### src/hw/rtl/sprt_pkg.sv
// ----------------------------------------------------------------------------
// Shared page refcount table package
// Field widths, status codes and the transfer payload types of the table.
// ----------------------------------------------------------------------------
package sprt_pkg;

  localparam int unsigned VaW  = 39;
  localparam int unsigned KeyW = 32;
  localparam int unsigned PaW  = 56;
  localparam int unsigned RefW = 16;
  localparam int unsigned StW  = 3;

  localparam logic [StW-1:0] StHit      = 3'd0;
  localparam logic [StW-1:0] StAlloc    = 3'd1;
  localparam logic [StW-1:0] StFull     = 3'd2;
  localparam logic [StW-1:0] StKept     = 3'd3;
  localparam logic [StW-1:0] StFreed    = 3'd4;
  localparam logic [StW-1:0] StNoSlot   = 3'd5;
  localparam logic [StW-1:0] StUnmapped = 3'd6;

  localparam logic OpAttach = 1'b0;
  localparam logic OpDetach = 1'b1;

  typedef struct packed {
    logic            operation;
    logic [KeyW-1:0] share_key;
    logic [VaW-1:0]  detach_address;
    logic [PaW-1:0]  fresh_page;
    logic            is_mapped;
  } req_t;

  typedef struct packed {
    logic [StW-1:0] status;
    logic [VaW-1:0] shared_va;
    logic [PaW-1:0] page_address;
    logic           clear_mapping;
    logic           count_saturated;
  } rsp_t;

endpackage

### src/hw/rtl/shared_page_refcount_table.sv
// ----------------------------------------------------------------------------
// Shared page refcount table
// Fixed table of shared pages with per-slot reference counts, searched one
// slot per cycle by a single compare and count unit.
// ----------------------------------------------------------------------------
//
//   Channel  Signals                          Direction  Payload
//   in       in_valid_i / in_ready_o          input      sprt_pkg::req_t
//   out      out_valid_o / out_ready_i        output     sprt_pkg::rsp_t
//   cfg      cfg_we_i                         input      cfg_wdata_i (base)
//
// A transfer is accepted in the idle state, scanned one slot at a time until
// a key or address hit or the last slot (up to SLOTS slots), and then moved
// from the done state into the output register. The scan shares one slot's
// compares and one count adder; a detach of an unmapped address skips the scan.
// Reset clears the valid bits, the base register and the control state.
// A result waiting at the output holds the block in its done state; the
// next transfer is taken as soon as that result enters the output register.
module shared_page_refcount_table #(
  parameter int unsigned SLOTS      = 16,
  parameter int unsigned PAGE_SHIFT = 12
) (
  input  logic                       clk_i,
  input  logic                       rst_ni,
  input  logic                       in_valid_i,
  output logic                       in_ready_o,
  input  sprt_pkg::req_t             in_i,
  output logic                       out_valid_o,
  input  logic                       out_ready_i,
  output sprt_pkg::rsp_t             out_o,
  input  logic                       cfg_we_i,
  input  logic [sprt_pkg::VaW-1:0]   cfg_wdata_i
);

  localparam int unsigned IdxW = (SLOTS > 1) ? $clog2(SLOTS) : 1;
  localparam logic [IdxW-1:0] LastIdx = IdxW'(SLOTS - 1);
  localparam logic [sprt_pkg::VaW-1:0] VaStep = sprt_pkg::VaW'(1) << PAGE_SHIFT;
  localparam logic [sprt_pkg::RefW-1:0] RefOne = sprt_pkg::RefW'(1);
  localparam logic [sprt_pkg::RefW-1:0] RefMinusOne = '1;

  localparam logic [1:0] StateIdle = 2'd0;
  localparam logic [1:0] StateScan = 2'd1;
  localparam logic [1:0] StateDone = 2'd2;

  logic [1:0]                  state_q, state_d;
  logic [IdxW-1:0]             idx_q, idx_d;
  logic [sprt_pkg::VaW-1:0]    va_q, va_d;
  logic [sprt_pkg::VaW-1:0]    base_q;
  sprt_pkg::req_t              req_q;
  sprt_pkg::rsp_t              res_q, res_d;
  sprt_pkg::rsp_t              out_q;
  logic                        out_valid_q, out_valid_d;
  logic                        free_found_q, free_found_d;
  logic [IdxW-1:0]             free_idx_q, free_idx_d;
  logic [sprt_pkg::VaW-1:0]    free_va_q, free_va_d;

  logic [SLOTS-1:0]            valid_q, valid_d;
  logic [sprt_pkg::KeyW-1:0]   key_q  [SLOTS];
  logic [sprt_pkg::PaW-1:0]    page_q [SLOTS];
  logic [sprt_pkg::RefW-1:0]   refs_q [SLOTS];

  logic                        accept;
  logic                        key_hit, va_hit, last, free_now;
  logic [sprt_pkg::KeyW-1:0]   key_cur;
  logic [sprt_pkg::PaW-1:0]    page_cur;
  logic [sprt_pkg::RefW-1:0]   refs_cur, refs_sum;
  logic                        refs_sat;
  logic [IdxW-1:0]             alloc_idx;
  logic [sprt_pkg::VaW-1:0]    alloc_va;
  logic                        alloc_en, refs_we;
  logic [sprt_pkg::RefW-1:0]   refs_wdata;

  assign in_ready_o  = (state_q == StateIdle);
  assign accept      = in_valid_i && in_ready_o;
  assign out_valid_o = out_valid_q;
  assign out_o       = out_q;

  assign key_cur  = key_q[idx_q];
  assign page_cur = page_q[idx_q];
  assign refs_cur = refs_q[idx_q];
  assign key_hit  = valid_q[idx_q] && (key_cur == req_q.share_key);
  assign va_hit   = valid_q[idx_q] && (va_q == req_q.detach_address);
  assign last     = (idx_q == LastIdx);
  assign free_now = !free_found_q && !valid_q[idx_q];
  assign refs_sat = (refs_cur == RefMinusOne);
  assign refs_sum = refs_cur + ((req_q.operation == sprt_pkg::OpDetach) ? RefMinusOne : RefOne);
  assign alloc_idx = free_found_q ? free_idx_q : idx_q;
  assign alloc_va  = free_found_q ? free_va_q : va_q;

  always_comb begin
    state_d      = state_q;
    idx_d        = idx_q;
    va_d         = va_q;
    res_d        = res_q;
    out_valid_d  = out_valid_q;
    free_found_d = free_found_q;
    free_idx_d   = free_idx_q;
    free_va_d    = free_va_q;
    valid_d      = valid_q;
    alloc_en     = 1'b0;
    refs_we      = 1'b0;
    refs_wdata   = refs_sum;

    if (out_valid_q && out_ready_i) begin
      out_valid_d = 1'b0;
    end

    case (state_q)
      StateIdle: begin
        if (accept) begin
          idx_d        = '0;
          va_d         = base_q;
          free_found_d = 1'b0;
          res_d        = '0;
          if (in_i.operation == sprt_pkg::OpDetach && !in_i.is_mapped) begin
            res_d.status = sprt_pkg::StUnmapped;
            state_d      = StateDone;
          end else begin
            state_d = StateScan;
          end
        end
      end
      StateScan: begin
        idx_d = idx_q + IdxW'(1);
        va_d  = va_q + VaStep;
        if (free_now) begin
          free_found_d = 1'b1;
          free_idx_d   = idx_q;
          free_va_d    = va_q;
        end
        if (req_q.operation == sprt_pkg::OpAttach) begin
          if (key_hit) begin
            refs_we                = !refs_sat;
            res_d.status           = sprt_pkg::StHit;
            res_d.shared_va        = va_q;
            res_d.page_address     = page_cur;
            res_d.count_saturated  = refs_sat;
            state_d                = StateDone;
          end else if (last) begin
            if (free_found_q || free_now) begin
              alloc_en             = 1'b1;
              valid_d[alloc_idx]   = 1'b1;
              res_d.status         = sprt_pkg::StAlloc;
              res_d.shared_va      = alloc_va;
              res_d.page_address   = req_q.fresh_page;
            end else begin
              res_d.status = sprt_pkg::StFull;
            end
            state_d = StateDone;
          end
        end else begin
          if (va_hit) begin
            res_d.clear_mapping = 1'b1;
            if (refs_cur <= RefOne) begin
              valid_d[idx_q]     = 1'b0;
              res_d.status       = sprt_pkg::StFreed;
              res_d.page_address = page_cur;
            end else begin
              refs_we      = 1'b1;
              res_d.status = sprt_pkg::StKept;
            end
            state_d = StateDone;
          end else if (last) begin
            res_d.status        = sprt_pkg::StNoSlot;
            res_d.clear_mapping = 1'b1;
            state_d             = StateDone;
          end
        end
      end
      StateDone: begin
        if (!out_valid_q || out_ready_i) begin
          out_valid_d = 1'b1;
          state_d     = StateIdle;
        end
      end
      default: begin
        state_d = StateIdle;
      end
    endcase
  end

  always_ff @(posedge clk_i or negedge rst_ni) begin
    if (!rst_ni) begin
      state_q      <= StateIdle;
      out_valid_q  <= 1'b0;
      valid_q      <= '0;
      base_q       <= '0;
      free_found_q <= 1'b0;
    end else begin
      state_q      <= state_d;
      out_valid_q  <= out_valid_d;
      valid_q      <= valid_d;
      free_found_q <= free_found_d;
      if (cfg_we_i) begin
        base_q <= cfg_wdata_i;
      end
    end
  end

  always_ff @(posedge clk_i) begin
    idx_q      <= idx_d;
    va_q       <= va_d;
    res_q      <= res_d;
    free_idx_q <= free_idx_d;
    free_va_q  <= free_va_d;
    if (accept) begin
      req_q <= in_i;
    end
    if (state_q == StateDone && (!out_valid_q || out_ready_i)) begin
      out_q <= res_q;
    end
  end

  always_ff @(posedge clk_i) begin
    if (alloc_en) begin
      key_q[alloc_idx]  <= req_q.share_key;
      page_q[alloc_idx] <= req_q.fresh_page;
      refs_q[alloc_idx] <= RefOne;
    end else if (refs_we) begin
      refs_q[idx_q] <= refs_wdata;
    end
  end

  assert property (@(posedge clk_i) disable iff (!rst_ni)
    state_q == StateScan |=> state_q == StateScan || state_q == StateDone)
    else $error("Scan left for an unexpected state.");

  assert property (@(posedge clk_i) disable iff (!rst_ni)
    alloc_en |-> !valid_q[alloc_idx])
    else $error("Allocation into a slot that is in use.");

  assert property (@(posedge clk_i) disable iff (!rst_ni)
    state_q == StateIdle |=> $countones(valid_q) == $past($countones(valid_q)))
    else $error("Slot valid bits changed while idle.");

  assert property (@(posedge clk_i) disable iff (!rst_ni)
    state_q == StateDone && (!out_valid_q || out_ready_i) |=> out_valid_o)
    else $error("Finished result did not reach the output register.");

endmodule

### config.mk
export PLATFORM = sky130hd
export DESIGN_NAME = shared_page_refcount_table
export DESIGN_NICKNAME = d
export VERILOG_FILES = /design/src/hw/rtl/sprt_pkg.sv /design/src/hw/rtl/shared_page_refcount_table.sv
export SDC_FILE = /design/constraint.sdc
export NUM_CORES = 2
export LEC_CHECK = 0
export ABC_AREA = 1
export BUFFER_PORTS_ARGS = -buffer_cell sky130_fd_sc_hd__buf_2
export CORE_ASPECT_RATIO = 1.75
export CORE_UTILIZATION = 50
export CTS_CLUSTER_DIAMETER = 30
export DETAILED_ROUTE_END_ITERATION = 12
export GPL_TIMING_DRIVEN = 0
export PLACE_DENSITY_LB_ADDON = 0.15
export SLEW_MARGIN = 0
export SYNTH_ARGS = -nofsm -noshare
export SYNTH_HDL_FRONTEND = slang
export SYNTH_SLANG_ARGS = --single-unit
### constraint.sdc
create_clock -name clk_i -period 7.1 [get_ports clk_i]
set_clock_uncertainty 0.05 [all_clocks]
set_input_delay 0.355 -clock clk_i [delete_from_list [all_inputs] [get_ports clk_i]]
set_output_delay 0.355 -clock clk_i [all_outputs]
set_load 0.05 [all_outputs]
==> results.py <==
metrics = {
    "sta": {
        "fmax_mhz": 152.5,
        "finalCritPeriodShare_pct": 92.37,
        "max-slew-margin-rel_pct": 0.1121,
        "hold_fails_final_rpt": 0,
        "whs_ns": 0.09421,
        "layout_min_cycle_time_ns": 6.558,
        "setup_viol": 0,
        "slew_viol_final": 0,
        "unrepaired_setup_endpoints_after_global_routing": "false",
        "worstMarginPinSlew_ns": 1.498,
    },
    "clocking": {
        "cts_max_level": 5,
        "cts_num_sinks": 2141,
        "clock_pin_transition_on_the_worst_setup_and_hold_timing_paths_ns": 0.06,
        "insertion_delay_ns": 0.88,
        "clockBufferDepth": 4,
        "cts_tree": "built",
        "cts_root_buf": "clkbuf_16",
        "post_cts.resized_instances": 0,
        "tritoncts.num_buffers": 304,
    },
    "worst_setup_path": {
        "crit_path_end": "page_q[13][46]$_DFFE_PP_",
        "critPathRequiredTime_ns": 7.63,
        "cp-end-kind": "flip-flop",
        "timing.setup.critical_path_class": "flip-flop to flip-flop",
        "regToRegEndpoint": "page_q[13][46]$_DFFE_PP_",
        "worstPathArrival_ns": 7.09,
        "worstPathMaxFanout": 24,
        "r2r_slack_ns": 0.54,
        "reg2regPathDepth": 19,
        "startpoint_type": "flip-flop",
    },
    "synth": {
        "yosysTopAreaCellShare_pct": 73.14,
        "ys_async_sr_fraction_pct": 2.756,
        "synth_enable_flop_cells": 2078,
        "yosysWarnings": 0,
        "synth_flop_cell": "edfxtp_1",
        "synth.cell_area_mm2": 0.08531,
        "synth_top_cells_by_area": "edfxtp_1 73%, o21ai_0 4.8%, nor2_1 4.4%, nand2_1 3.8%, nand3_1 2.0%",
        "yosys-top-cells-count": "2078 x edfxtp_1, 1003 x nor2_1, 859 x nand2_1",
        "synthesis.nets": 6876,
        "synth_seq_area_share_pct": 74.97,
        "post_synth_inst_count": 6683,
        "most_common_cell_in_the_netlist": "edfxtp_1",
        "synth_cell_type_count": 45,
        "synth.ff_latch_count": 2141,
        "synth.largest_area_cell": "edfxtp_1",
        "post_synth.cell_area_avg_um2": 12.77,
    },
    "final_layout": {
        "final_nets": 7726,
        "non_filler_cells_final": 10000,
        "layout.area.seq_mm2": 0.06396,
        "final_layout_size_suffix_gt1_share_pct": 14.07,
        "multi_input_gate_area_in_the_final_layout_mm2": 0.01869,
        "fill_cells": 12950,
        "synthToLayoutAreaGrowth_pct": 21.56,
        "final_util_pct": 61.22,
    },
    "global_route": {
        "wire_length_of_the_first_global_routing_pass_um": 401100,
        "antenna_found_initial": 12,
        "grt_start_max_net_pins": 60,
        "grt_overflow_total": 0,
        "groute.usage.overall_pct": 32.36,
        "grt_pass1_vias": 59730,
    },
    "run": {
        "max_cap_viols": 1,
    },
    "pwr": {
        "irDropWorstVdd_mv": 0.3050,
        "power_leakage_uw": 0.03662,
        "power.density_mw_per_mm2": 452.5,
    },
    "routing": {
        "drt_iter0_drc": 7338,
        "route.antenna.remaining_nets": 0,
        "drt_pass1_iterations": 6,
        "routed_wire_length_per_instance_um": 28.18,
        "drc": 0,
        "wl_um": 281900,
        "vias_per_cell": 6.015,
        "via_count": 60170,
    },
    "die": {
        "core_area_mm2": 0.1694,
        "vertical_die_dimension_um": 548.4,
        "num_io_pins": 275,
        "die_width_um": 314.3,
        "rows": 200,
        "die_area_mm2": 0.1724,
        "initial_cell_density_of_the_core_pct": 50.36,
    },
    "status": {
        "result_of_the_run": "finished, violations left",
        "failed_checks": "capacitance limit",
    },
    "hold_path": {
        "hp-class": "input port to asynchronous set/reset pin",
    },
    "placed_design": {
        "hpwl_um": 187900,
        "io_buffer_count": 273,
        "routability_cong": 0.9230,
        "placed_cells_incl_taps": 9278,
    },
}
==> sequential cells by signal, summed over array words and instances, names as in the netlist, named ones only <==
register,count
valid_q,16
free_idx_q,4
free_va_q,39
free_found_q,1
key_q,512
req_q,128
out_valid_o,1
idx_q,4
res_q,100
va_q,39
out_o,100
state_q,2
base_q,39
refs_q,256
page_q,896
==> logic make-up (layout without fill, tap and decap cells) <==
kind of cell,count (synthesis),count (layout),synth area share (%)
multiplexers,8,8,0.1056
flip-flops,2141,2141,74.97
AND/OR/NAND/NOR,2365,2365,11.31
other,0,5,0
adder cells (fa/ha/maj),20,20,0.3021
XOR/XNOR,60,60,0.6160
buffers and inverters,701,1795,3.398
AO/OA/AOI/OAI,1388,1388,9.303
==> layout make-up <==
type | count | area share, %
buffer | 422 | 1.783
clock buffer | 335 | 7.590
clock inverter | 215 | 2.314
timing repair buffer | 544 | 4.922
sequential | 2141 | 61.67
multi-input combinational | 3841 | 18.02
antenna | 5 | 0.01206
inverter | 279 | 1.012
tap | 2222 | 2.681
==> where the power goes <==
group	leakage, µW	internal [µW]	switching, µW	total, µW
clock network	0.00494	9170	6050	15200
logic	0.0119	3510	10200	13700
registers	0.0198	16600	1450	18000
total	0.0366	29200	17700	46900
==> layer usage <==
layer	track usage, %	routed length (µm)	up-vias
li1	-	-	26010
met1	37.39	96810	29840
met2	56.19	143900	3486
met3	4.995	22800	831
met4	20.10	18390	6
met5	0	34	-
==> critical path, cell delays in order, from the launching register on <==
cell,delay [ns]
dfxtp_1,0.36
buf_2,0.30
clkbuf_1,1.13
nand3_1,0.33
nand2_1,0.14
nand2_1,0.06
nand2_1,0.08
nand2_1,0.10
nor2_1,0.14
nand2_1,0.15
nor2_2,0.46
nand3_2,0.46
nand4_1,0.36
buf_2,0.39
buf_2,0.53
nor2_4,0.27
buf_12,0.26
buf_16,0.19
buf_12,0.19
buf_12,0.19
==> worst min-delay path by stage <==
stage | from | to | slack, ns | cells after the start
after global placement | res_q[67]$_SDFFCE_PN0P_ | out_o[67]$_DFFE_PP_ | 0.35 | 0
after detailed placement | res_q[29]$_SDFFCE_PN0P_ | out_o[29]$_DFFE_PP_ | 0.35 | 0
after global routing | in_i[7] | req_q[7]$_DFFE_PP_ | 0.15 | 2
final | rst_ni | base_q[3]$_DFFE_PN0P_ | 0.09 | 2
after floorplan | rst_ni | base_q[0]$_DFFE_PN0P_ | 0.009 | 0
after CTS | cfg_we_i | base_q[3]$_DFFE_PN0P_ | 0.1 | 4
==> metrics by stage <==
stage	setup WS (ns)	TNS (ns)	total power (µW)	instance area, µm²
after detailed placement	0.7490	0	31550	91710
after global routing	0.5854	0	48470	103700
after CTS	0.6676	0	46730	103700
final	0.5419	0	46930	103700
after global placement	-6.463	-9086.14	31160	89460
after floorplan	0.7024	0	25420	85320
==> cells in the final DEF, fill, tap and decap left out, types with 88 or more instances in the layout <==
| cell | instances |
|---|---|
| nand3_1 | 339 |
| nor2_1 | 966 |
| nand2_1 | 859 |
| clkbuf_1 | 286 |
| nor3_1 | 88 |
| o211ai_1 | 110 |
| dlygate4sd3_1 | 171 |
| clkbuf_16 | 310 |
| a21oi_1 | 125 |
| o221ai_1 | 140 |
| edfxtp_1 | 2078 |
| buf_2 | 382 |
| o21ai_0 | 810 |
| inv_1 | 274 |
==> timing repair <==
item / 4_1_cts / 5_1_grt
setup buffers: 0 / 0
endpoints found under the hold margin: 231 / 0
hold buffers: 171 / 0
Power figures use the tool's default switching activity.
